===== src/tse_pkg.sv =====
// shared constants, register indexes and controller/datapath interface types
package tse_pkg;

   localparam int CSR_INDEX_WIDTH = 2;
   localparam int CSR_DATA_WIDTH  = 32;
   localparam int COEF_WIDTH      = 16;

   localparam logic [CSR_INDEX_WIDTH-1:0] CSR_COEF_SQUARE   = 2'd0;
   localparam logic [CSR_INDEX_WIDTH-1:0] CSR_COEF_LINEAR   = 2'd1;
   localparam logic [CSR_INDEX_WIDTH-1:0] CSR_COEF_CONSTANT = 2'd2;

   localparam logic signed [COEF_WIDTH-1:0] COEF_SQUARE_RESET = 16'sd1;
   localparam logic signed [COEF_WIDTH-1:0] COEF_LINEAR_RESET = -16'sd8;

   // quotient bits resolved per divider cycle
   localparam int DIV_STEP = 8;

   // largest span that goes straight to the final scan
   localparam int SCAN_SPAN = 3;

   typedef struct packed {
      logic load_req;
      logic div_start;
      logic round_upd;
      logic mul_scan;
      logic scan_init;
      logic scan_upd;
      logic load_out;
   } tse_cmd_type;

   typedef struct packed {
      logic span_gt3;
      logic left_lt_right;
      logic div_done;
      logic idx_eq_right;
   } tse_status_type;

endpackage


===== src/tse_div3.sv =====
// iterative unsigned divide by three, DIV_STEP quotient bits per cycle
module tse_div3
   import tse_pkg::*;
#(
   parameter int WIDTH = 32
) (
   input  logic             clock,
   input  logic             reset,
   input  logic             start,
   input  logic [WIDTH-1:0] dividend,
   output logic             done,
   output logic [WIDTH-1:0] quotient
);

   localparam int DIV_CYCLES = (WIDTH + DIV_STEP - 1) / DIV_STEP;
   localparam int DIV_BITS   = DIV_CYCLES * DIV_STEP;
   localparam int CNT_WIDTH  = $clog2(DIV_CYCLES + 1);

   logic [DIV_BITS-1:0]  work_ff, work_in;
   logic [DIV_BITS-1:0]  quot_ff, quot_in;
   logic [1:0]           rem_ff, rem_in;
   logic [CNT_WIDTH-1:0] cnt_ff, cnt_in;
   logic [DIV_STEP-1:0]  qbits;

   // long division, msb first, remainder stays in 0..2
   always_comb begin
      logic [1:0] r;
      logic [2:0] r2;
      r = rem_ff;
      qbits = '0;
      for (int j = 0; j < DIV_STEP; j++) begin
         r2 = {r, work_ff[DIV_BITS-1-j]};
         if (r2 >= 3'd3) begin
            qbits[DIV_STEP-1-j] = 1'b1;
            r2 = r2 - 3'd3;
         end
         r = r2[1:0];
      end
      rem_in = r;
   end

   always_comb begin
      work_in = work_ff;
      quot_in = quot_ff;
      cnt_in  = cnt_ff;
      if (start) begin
         work_in = DIV_BITS'(dividend);
         cnt_in  = CNT_WIDTH'(DIV_CYCLES);
      end else if (cnt_ff != '0) begin
         work_in = work_ff << DIV_STEP;
         quot_in = (quot_ff << DIV_STEP) | DIV_BITS'(qbits);
         cnt_in  = cnt_ff - 1'b1;
      end
   end

   always_ff @(posedge clock) begin
      if (reset) begin
         cnt_ff <= '0;
      end else begin
         cnt_ff <= cnt_in;
      end
   end

   always_ff @(posedge clock) begin
      work_ff <= work_in;
      quot_ff <= quot_in;
      if (start) begin
         rem_ff <= 2'd0;
      end else if (cnt_ff != '0) begin
         rem_ff <= rem_in;
      end
   end

   assign done     = (cnt_ff == '0);
   assign quotient = quot_ff[WIDTH-1:0];

endmodule


===== src/tse_datapath.sv =====
// bounds, coefficient registers, shared multiplier and comparison logic
module tse_datapath
   import tse_pkg::*;
#(
   parameter int POS_WIDTH = 32
) (
   input  logic                       clock,
   input  logic                       reset,
   input  logic                       csr_we,
   input  logic [CSR_INDEX_WIDTH-1:0] csr_index,
   input  logic [CSR_DATA_WIDTH-1:0]  csr_wdata,
   input  logic                       req_action,
   input  logic [POS_WIDTH-1:0]       req_lower_bound,
   input  logic [POS_WIDTH-1:0]       req_upper_bound,
   output logic [POS_WIDTH-1:0]       rsp_best_position,
   input  tse_cmd_type                cmd,
   output tse_status_type             status
);

   localparam int W = POS_WIDTH;

   logic signed [COEF_WIDTH-1:0] coef_square_ff;
   logic signed [COEF_WIDTH-1:0] coef_linear_ff;

   logic [W-1:0] left_ff, right_ff, best_ff, idx_ff, out_ff;
   logic         want_max_ff;

   logic signed [W:0]    span;
   logic signed [W:0]    sum_sel;
   logic signed [W+16:0] product_in, product_ff;
   logic signed [W+17:0] fsum;
   logic                 s_pos, s_neg, better;
   logic                 div_done;
   logic [W-1:0]         third;

   // coefficient writes; the constant term cancels out of every comparison
   always_ff @(posedge clock) begin
      if (reset) begin
         coef_square_ff <= COEF_SQUARE_RESET;
         coef_linear_ff <= COEF_LINEAR_RESET;
      end else if (csr_we) begin
         unique case (csr_index)
            CSR_COEF_SQUARE:   coef_square_ff <= csr_wdata[COEF_WIDTH-1:0];
            CSR_COEF_LINEAR:   coef_linear_ff <= csr_wdata[COEF_WIDTH-1:0];
            CSR_COEF_CONSTANT: begin
               // accepted, no effect on the search
            end
            default: begin
            end
         endcase
      end
   end

   assign span = $signed({right_ff[W-1], right_ff}) - $signed({left_ff[W-1], left_ff});

   tse_div3 #(
      .WIDTH(W)
   ) u_div3 (
      .clock   (clock),
      .reset   (reset),
      .start   (cmd.div_start),
      .dividend(span[W-1:0]),
      .done    (div_done),
      .quotient(third)
   );

   // ml + mr equals left + right, so the round product needs no quotient
   assign sum_sel = cmd.mul_scan
      ? $signed({idx_ff[W-1], idx_ff}) + $signed({best_ff[W-1], best_ff})
      : $signed({left_ff[W-1], left_ff}) + $signed({right_ff[W-1], right_ff});

   assign product_in = (W+17)'(coef_square_ff) * (W+17)'(sum_sel);

   always_ff @(posedge clock) begin
      product_ff <= product_in;
   end

   assign fsum   = $signed({product_ff[W+16], product_ff}) + (W+18)'(coef_linear_ff);
   assign s_neg  = fsum[W+17];
   assign s_pos  = !fsum[W+17] && (fsum != '0);
   assign better = want_max_ff ? s_pos : s_neg;

   always_ff @(posedge clock) begin
      if (cmd.load_req) begin
         left_ff     <= req_lower_bound;
         right_ff    <= req_upper_bound;
         want_max_ff <= req_action;
      end else if (cmd.round_upd) begin
         if (better) begin
            left_ff <= left_ff + third;
         end else begin
            right_ff <= right_ff - third;
         end
      end
   end

   always_ff @(posedge clock) begin
      if (cmd.scan_init) begin
         best_ff <= left_ff;
         idx_ff  <= left_ff + 1'b1;
      end else if (cmd.scan_upd) begin
         if (better) begin
            best_ff <= idx_ff;
         end
         idx_ff <= idx_ff + 1'b1;
      end
   end

   always_ff @(posedge clock) begin
      if (cmd.load_out) begin
         out_ff <= best_ff;
      end
   end

   assign rsp_best_position = out_ff;

   assign status.span_gt3      = !span[W] && (span[W-1:0] > W'(SCAN_SPAN));
   assign status.left_lt_right = !span[W] && (span != '0);
   assign status.div_done      = div_done;
   assign status.idx_eq_right  = (idx_ff == right_ff);

endmodule


===== src/tse_ctrl.sv =====
// sequencer for shrinking rounds, final scan and result handoff
module tse_ctrl
   import tse_pkg::*;
(
   input  logic           clock,
   input  logic           reset,
   input  logic           req_valid,
   output logic           req_ready,
   input  logic           rsp_ready,
   output logic           rsp_valid,
   input  tse_status_type status,
   output tse_cmd_type    cmd
);

   localparam logic [2:0] ST_IDLE     = 3'd0;
   localparam logic [2:0] ST_ROUND    = 3'd1;
   localparam logic [2:0] ST_DIV      = 3'd2;
   localparam logic [2:0] ST_SCAN_MUL = 3'd3;
   localparam logic [2:0] ST_SCAN_CMP = 3'd4;
   localparam logic [2:0] ST_FINISH   = 3'd5;

   logic [2:0] state_ff, state_in;
   logic       rsp_valid_ff, rsp_valid_in;

   always_comb begin
      state_in = state_ff;
      cmd      = '0;
      unique case (state_ff)
         ST_IDLE: begin
            if (req_valid) begin
               cmd.load_req = 1'b1;
               state_in     = ST_ROUND;
            end
         end
         ST_ROUND: begin
            if (status.span_gt3) begin
               cmd.div_start = 1'b1;
               state_in      = ST_DIV;
            end else begin
               cmd.scan_init = 1'b1;
               state_in      = status.left_lt_right ? ST_SCAN_MUL : ST_FINISH;
            end
         end
         ST_DIV: begin
            if (status.div_done) begin
               cmd.round_upd = 1'b1;
               state_in      = ST_ROUND;
            end
         end
         ST_SCAN_MUL: begin
            cmd.mul_scan = 1'b1;
            state_in     = ST_SCAN_CMP;
         end
         ST_SCAN_CMP: begin
            cmd.scan_upd = 1'b1;
            state_in     = status.idx_eq_right ? ST_FINISH : ST_SCAN_MUL;
         end
         ST_FINISH: begin
            if (!rsp_valid_ff || rsp_ready) begin
               cmd.load_out = 1'b1;
               state_in     = ST_IDLE;
            end
         end
         default: begin
            state_in = ST_IDLE;
         end
      endcase
   end

   always_comb begin
      priority if (cmd.load_out) begin
         rsp_valid_in = 1'b1;
      end else if (rsp_ready) begin
         rsp_valid_in = 1'b0;
      end else begin
         rsp_valid_in = rsp_valid_ff;
      end
   end

   always_ff @(posedge clock) begin
      if (reset) begin
         state_ff     <= ST_IDLE;
         rsp_valid_ff <= 1'b0;
      end else begin
         state_ff     <= state_in;
         rsp_valid_ff <= rsp_valid_in;
      end
   end

   assign req_ready = (state_ff == ST_IDLE);
   assign rsp_valid = rsp_valid_ff;

endmodule


===== src/ternary_search_extremum.sv =====
// top level: integer ternary search for the extremum of a configured quadratic
//
// usage
// - req beat: action (0 minimum, 1 maximum) and inclusive signed bounds;
//   taken while the sequencer is idle, one search at a time
// - rsp beat: first position holding the extreme value; an empty interval
//   returns the lower bound
// - csr port: write-only coefficients, written while no search is running;
//   the constant term is accepted but cannot change any comparison
// - each round waits on the divide-by-three unit, which forms span/3 eight
//   quotient bits a cycle; the quadratic sign test runs on the shared
//   multiplier while the divider works
// - a full 32-bit span needs about 53 rounds, then a final scan of up to
//   four points, with a multiply and a compare state for each point after
//   the first, and then a load of the output register
// - the result sits in an output register; a new req beat is taken while
//   it waits, and a finished search holds until the output register frees
// - synchronous reset clears the sequencer and rsp_valid and restores the
//   coefficient reset values
module ternary_search_extremum
   import tse_pkg::*;
#(
   parameter int POS_WIDTH = 32
) (
   input  logic                       clock,
   input  logic                       reset,
   input  logic                       req_valid,
   output logic                       req_ready,
   input  logic                       req_action,
   input  logic [POS_WIDTH-1:0]       req_lower_bound,
   input  logic [POS_WIDTH-1:0]       req_upper_bound,
   output logic                       rsp_valid,
   input  logic                       rsp_ready,
   output logic [POS_WIDTH-1:0]       rsp_best_position,
   input  logic                       csr_we,
   input  logic [CSR_INDEX_WIDTH-1:0] csr_index,
   input  logic [CSR_DATA_WIDTH-1:0]  csr_wdata
);

   tse_cmd_type    cmd;
   tse_status_type status;

   // sequencer: rounds, scan, output handoff
   tse_ctrl u_ctrl (
      .clock    (clock),
      .reset    (reset),
      .req_valid(req_valid),
      .req_ready(req_ready),
      .rsp_ready(rsp_ready),
      .rsp_valid(rsp_valid),
      .status   (status),
      .cmd      (cmd)
   );

   // bounds, multiplier, divider and output register
   tse_datapath #(
      .POS_WIDTH(POS_WIDTH)
   ) u_datapath (
      .clock            (clock),
      .reset            (reset),
      .csr_we           (csr_we),
      .csr_index        (csr_index),
      .csr_wdata        (csr_wdata),
      .req_action       (req_action),
      .req_lower_bound  (req_lower_bound),
      .req_upper_bound  (req_upper_bound),
      .rsp_best_position(rsp_best_position),
      .cmd              (cmd),
      .status           (status)
   );

   // one search at a time: busy right after a req beat
   a_busy_after_req: assert property (@(posedge clock) disable iff (reset)
      (req_valid && req_ready) |=> !req_ready)
      else $error("req accepted while a search was running");

   // output register only reloaded when empty or being drained
   a_no_overwrite: assert property (@(posedge clock) disable iff (reset)
      cmd.load_out |-> (!rsp_valid || rsp_ready))
      else $error("pending rsp beat overwritten");

   // divider only started for a span that still needs a round
   a_div_span: assert property (@(posedge clock) disable iff (reset)
      cmd.div_start |-> status.span_gt3)
      else $error("divider started on a short span");

   // bounds move only with a finished quotient
   a_upd_quot: assert property (@(posedge clock) disable iff (reset)
      cmd.round_upd |-> (status.div_done && !cmd.div_start))
      else $error("round update before quotient ready");

endmodule

===== config.mk =====
export PLATFORM = sky130hd
export DESIGN_NAME = ternary_search_extremum
export DESIGN_NICKNAME = d
export VERILOG_FILES = /design/src/tse_pkg.sv /design/src/tse_div3.sv /design/src/tse_datapath.sv /design/src/tse_ctrl.sv /design/src/ternary_search_extremum.sv
export SDC_FILE = /design/constraint.sdc
export NUM_CORES = 2
export LEC_CHECK = 0
export BUFFER_PORTS_ARGS = -buffer_cell sky130_fd_sc_hd__buf_2
export CAP_MARGIN = 20
export CORE_ASPECT_RATIO = 1.75
export CORE_MARGIN = 3
export CORE_UTILIZATION = 30
export CTS_BUF_LIST = sky130_fd_sc_hd__clkbuf_8
export DETAILED_ROUTE_END_ITERATION = 10
export MAX_ROUTING_LAYER = met4
export SLEW_MARGIN = 20
export SYNTH_ARGS = -nofsm -noshare
export SYNTH_HDL_FRONTEND = slang
export SYNTH_HIERARCHICAL = 1
export SYNTH_SLANG_ARGS = --single-unit
export TNS_END_PERCENT = 1

===== constraint.sdc =====
create_clock -name clock -period 8 [get_ports clock]
set_input_delay 0.4 -clock clock [delete_from_list [all_inputs] [get_ports clock]]
set_output_delay 0.4 -clock clock [all_outputs]
set_load 0.005 [all_outputs]

# --- After elaboration in Yosys (flattened, before gate mapping) ---
# Index checks and enable logic that the tools add are counted.
# W data, S select, Z words.
totals:
  reg_bits: 315
classes:
  n_addsub: 17
  mul: 1
  n_lt_le_gt_ge: 9
  eq_ne: 11
  mux: 54
  bitwise_logic: 2
  n_reduce_logical: 27
ops:
  columns: ["operator", "count"]
  rows:
  - ["$mux W32", 13]
  - ["$add A32 B32 Y33", 2]
  - ["$add A32 B1 Y32 const B", 2]
  - ["$add A49 B16 Y50", 1]
  - ["$reduce_bool A50 Y1", 1]
  - ["$mul A16 B33 Y49", 1]
  - ["$mux W33", 1]
  - ["$reduce_bool A33 Y1", 1]
  - ["$sub A32 B32 Y33", 1]
  - ["$add A32 B32 Y32", 1]
  - ["$eq A32 B32 Y1", 1]
  - ["$gt A32 B2 Y1 const B", 1]
  - ["$or A32 B8 Y32", 1]
  - ["$sub A32 B32 Y32", 1]
  - ["$ge A3 B2 Y1 const B", 8]
  - ["$mux W3", 8]
  - ["$mux W1", 23]
  - ["$pmux W3 S6", 1]
  - ["$mux W2", 8]
  - ["$sub A2 B2 Y2 const B", 8]
  - ["$reduce_and A2 Y1", 6]
  - ["$reduce_bool A2 Y1", 6]
  - ["$eq A3 B2 Y1 const B", 2]
  - ["$eq A3 B3 Y1 const B", 2]
  - ["14 further kinds", 21]

# --- Depth between registers and ports, before layout ---
logic_depth:
  word_depth: 17
  mapped_depth: 40
  depth_no_buf: 39

# --- By module ---
# Netlist, hierarchy kept.
modules_own_cells:
  columns: ["module", "n_inst", "cells_each", "area_per_inst_um2", "seq_area_each_um2"]
  rows:
  - ["tse_datapath", 1, 4459, 38907.3, 6456.2]
  - ["tse_div3", 1, 238, 3306.9, 2021.9]
  - ["tse_ctrl", 1, 40, 331.6, 80.1]

# --- Worst setup path after synthesis ---
# No wires, ideal clock.
synth_path:
  path_kind: "reg-to-reg"
  from: "register u_datapath.idx_ff[8]"
  to: "register u_datapath.product_ff[47]"
  arrival_time_ns: 8.443
  required_ns: 7.928
  setup_slack_ns: -0.515
  stages_incl_launch_ff: 33
  path_buffers: 1
  period_less_slack_ns: 8.515
  cell_sequence: "edfxtp_1 -> ha_1 -> a21o_1 -> a211o_1 -> or3_1 -> o22ai_2 -> o211ai_2 -> a2111oi_4 -> a211oi_1 -> o21a_1 -> or3_1 -> a32oi_2 -> buf_2 -> nand2_1 -> fa_1 -> fa_1 -> inv_1 -> fa_1 -> fa_1 -> fa_1 -> inv_1 -> fa_1 -> inv_1 -> ha_1 -> a21o_1 -> a21o_1 -> a21oi_1 -> nand2_1 -> o21ai_0 -> o31a_1 -> o21ai_0 -> a21oi_1 -> xnor2_1"
synth_via:
  elab_chain_cells: 3
synth_rtl:
  columns: ["item", "line", "rtl"]
  rows:
  - ["start: declaration", "tse_datapath.sv:25", "logic [W-1:0] left_ff, right_ff, best_ff, idx_ff, out_ff;"]
  - ["start signal: assignment", "tse_datapath.sv:100", "idx_ff <= left_ff + 1'b1;"]
  - ["start signal: assignment", "tse_datapath.sv:105", "idx_ff <= idx_ff + 1'b1;"]
  - ["$add A32 B32 Y33", "tse_datapath.sv:69", "? $signed({idx_ff[W-1], idx_ff}) + $signed({best_ff[W-1], best_ff})"]
  - ["$mux W33", "tse_datapath.sv:69", null]
  - ["$mul A16 B33 Y49", "tse_datapath.sv:72", "assign product_in = (W+17)'(coef_square_ff) * (W+17)'(sum_sel);"]
  - ["via u_datapath.product_in[47]", "tse_datapath.sv:30", "logic signed [W+16:0] product_in, product_ff;"]
  - ["end signal: assignment", "tse_datapath.sv:75", "product_ff <= product_in;"]
  - ["end: declaration", "tse_datapath.sv:30", null]
# The timed path passes the listed nets, and every way through them passes these cells.
# A chain may end at the register's enable or synchronous reset.

# --- Worst setup path in the final report ---
layout_path:
  from: "register u_datapath.left_ff[3]"
  to: "register u_datapath.product_ff[47]"
layout_via:
  elab_chain_cells: 3
layout_rtl:
  columns: ["item", "line", "rtl"]
  rows:
  - ["start: declaration", "tse_datapath.sv:25", null]
  - ["start signal: assignment", "tse_datapath.sv:85", "left_ff <= req_lower_bound;"]
  - ["start signal: assignment", "tse_datapath.sv:90", "left_ff <= left_ff + third;"]
  - ["$add A32 B32 Y33", "tse_datapath.sv:70", ": $signed({left_ff[W-1], left_ff}) + $signed({right_ff[W-1], right_ff});"]
  - ["$mux W33", "tse_datapath.sv:69", null]
  - ["$mul A16 B33 Y49", "tse_datapath.sv:72", null]
  - ["via u_datapath.product_in[47]", "tse_datapath.sv:30", null]
# The timed path passes the listed nets, and every way through them passes these cells.

==> out/metrics.cfg <==
[floorplanning]
floorplan.core_area_um2 = 141000
start_util_pct = 30.2
die_w_um = 291
die_y_um = 504
pin_count = 138
rows = 182
die_area_um2 = 147000

[clock_tree]
h-tree-depth = 2
clockBufferDepth = 3
insertion_delay_ns = 0.74
cts.sinks = 315
cts-root-buf = clkbuf_8
cts_tree = yes
clk_pin_slew_worst_paths_ns = 0.06
numCtsBuffers = 56

[finish]
fin_nets = 6379
area_growth_pct = 23.4
drive_gt1_share_pct = 19.8
final_area_um2 = 52500
fillCellCount = 14300

[worst_setup_path]
reg2reg_depth = 38
crit_slowest_cell = fa_1
crit_arrival_ns = 9.28
cp-end-kind = flop
worstPathRequired_ns = 8.55
ff2ff_setup_slack_ns = -0.73
reg2reg_from = u_datapath/left_ff[3]
r2r_end = u_datapath/product_ff[47]
setup.worst_path.class = reg2reg
startpoint_type = flop
worstPathMaxFanout = 5
slowest_delay_ns = 0.52

[synth]
synthArstFlopShare_pct = 0
synth_cell_type_count = 111
ys_warn_count = 6
synth_edf_count = 225
ys_dominant_reg_cell = edfxtp_1
yosysSeqAreaShare_pct = 20.1
syn-instance-count = 4737
ys_ff_latch = 315
synthesis.area_um2 = 42500
synth_nets = 5681
avgSynthCellArea_um2 = 8.98

[timing]
hold_viol = 0
worst_pin_slew_ns = 1.20
slew_violations = 0
rsz0062_at_grt = true
period_share_pct = 109
fin_ws_ns = -0.731
fin_crit_ns = 8.73
finClkSkew_ns = 0.0767
fmax_ghz = 0.115
slew_headroom_pct = 19.1
hold_ws_ns = 0.0654
setup_viol = 28

[min_path]
min_path_cells = 3
hold-path-endpoint = u_datapath/left_ff[27]
min_path_type = in2reg
min_from = req_lower_bound[27]

[routing]
drcViolationCount = 0
first_pass_iters = 6
via_count = 36500
avgRoutedWirePerCell_um = 19.8
via_per_inst = 4.98
highest_layer = met4
wl_met1_um = 50900
met2_length_um = 79600
drtIter0Drc = 1744
route.antenna.remaining_nets = 0
drt_wl_total_um = 145000
wl_met3_um = 4530

[global_route]
grt_pass1_wl_um = 223000
grt_start_max_net_pins = 97
antenna_found_initial = 2
first_global_vias = 39900
track_usage_pct = 20.1
grt_remaining_overflow = 0

[placed_design]
gp_congestion = 0.949
dpl_cell_area_um2 = 49700
io_buffers = 121
dp_slack_ns = -0.994
hpwl_um = 122000

[outcome]
violations = setup timing
outcome = finished, violations left

[run]
maxCapViolCount = 0

==> cells by family after synthesis <==
kind of cell               Yosys count  synth area share [%]
buffers and inverters              875                  7.88
muxes                               68                  1.73
DFF                                315                  20.1
xor gates and xnor gates           255                  5.25
and+or+nand+nor                   1472                  17.2
AOI/OAI and AO/OA                  912                  14.2
adders and majority gates          840                  33.6
==> metal layers <==
metal / global-route usage [%] / vias up
li1: - / 17200
met1: 19.4 / 18000
met2: 38.8 / 914
met3: 1.75 / 401
met4: 11.6 / 0
met5: - / -
==> stage by stage <==
step,setup TNS (ns),utilization (%),std cells
after floorplan,-0.189,-,4737
after global placement,-15.50,35.3,7103
after detailed placement,-16.89,35.3,7103
after CTS,-10.55,37.2,7319
after global routing,-22.69,37.3,7323
final,-9.66,37.3,7325
==> what timing repair did <==
item	4_1_cts	5_1_grt
hold buffers	80	0
buffers inserted	32	2
pin swaps	60	19
hold endpoints to repair	96	0
setup endpoints to repair	36	50
resized for setup	83	39
==> sequential cells by signal, indices dropped and copies added (netlist names) <==
register                      cells
u_ctrl/state_ff                   3
u_datapath/coef_square_ff        16
u_datapath/product_ff            49
u_datapath/best_ff               32
u_datapath/left_ff               32
u_datapath/idx_ff                32
u_datapath/want_max_ff            1
u_datapath/u_div3/work_ff        32
u_datapath/u_div3/cnt_ff          3
u_datapath/right_ff              32
u_ctrl/rsp_valid                  1
u_datapath/rsp_best_position     32
u_datapath/coef_linear_ff        16
u_datapath/u_div3/quotient       32
u_datapath/u_div3/rem_ff          2
==> cell usage in the layout (no fill, tap or decap), drive strengths merged, types with 29 or more instances in the layout <==
master / instances
mux2: 41
clkbuf: 58
nor2b: 60
nor3: 71
xor2: 96
dlygate4sd3: 80
xnor2: 159
o21ai: 191
fa: 507
buf: 746
nand2b: 67
dfxtp: 90
nand3: 59
edfxtp: 225
ha: 333
a21o: 81
nor4: 29
a211oi: 33
nand2: 513
and2: 240
o31ai: 29
a31oi: 39
and3: 31
o21bai: 37
nor2: 250
inv: 703
o21a: 50
a21oi: 262
==> how the worst max path moves through the flow <==
| stage | from | to | slack [ns] |
|---|---|---|---|
| detailed placement | u_datapath/best_ff[0] | u_datapath/product_ff[45] | -0.99 |
| CTS | u_datapath/right_ff[5] | u_datapath/product_ff[45] | -0.70 |
| floorplan | u_datapath/right_ff[2] | u_datapath/product_ff[46] | -0.05 |
| global route | u_datapath/left_ff[4] | u_datapath/product_ff[46] | -1.11 |
| finish | u_datapath/left_ff[3] | u_datapath/product_ff[47] | -0.73 |
| global placement | u_datapath/best_ff[0] | u_datapath/product_ff[45] | -0.96 |
==> cells in the mapped netlist, types with 81 or more instances <==
master      n  area share [%]
a21oi_1   261             3.1
inv_1     688             6.1
nor2_1    250             2.2
ha_1      333             9.8
and2_1    240             3.5
dfxtp_1    90             4.2
xnor2_1   159             3.3
nand2_1   513             4.5
xor2_1     96             2.0
fa_1      507              24
clkbuf_1  155             1.4
a21o_1     81             1.4
edfxtp_1  225              16
o21ai_0   183             2.2
==> cell type report <==
type / instances / area [um2] / area share (%)
clock buffers: 58 / 798 / 1.52
diodes: 4 / 10.0 / 0.0191
well taps: 1840 / 2300 / 4.39
multi-input cells: 3547 / 31600 / 60.2
flip-flops and latches: 315 / 8560 / 16.3
clock inverters: 46 / 372 / 0.708
repair buffers: 826 / 6290 / 12.0
inverters: 689 / 2590 / 4.93
==> critical path: cells and delay by family (launching register included) <==
kind / cells / cell delay (ns)
fa+ha+maj: 8 / 3.56
compound gates: 12 / 2.44
xor+xnor: 2 / 0.25
flops: 1 / 0.46
simple gates: 5 / 0.60
buf+inv: 11 / 1.24
Power is left out: the tool's default activity adds up to more than one toggle a clock period on the data nets, which glitch-free logic cannot reach.
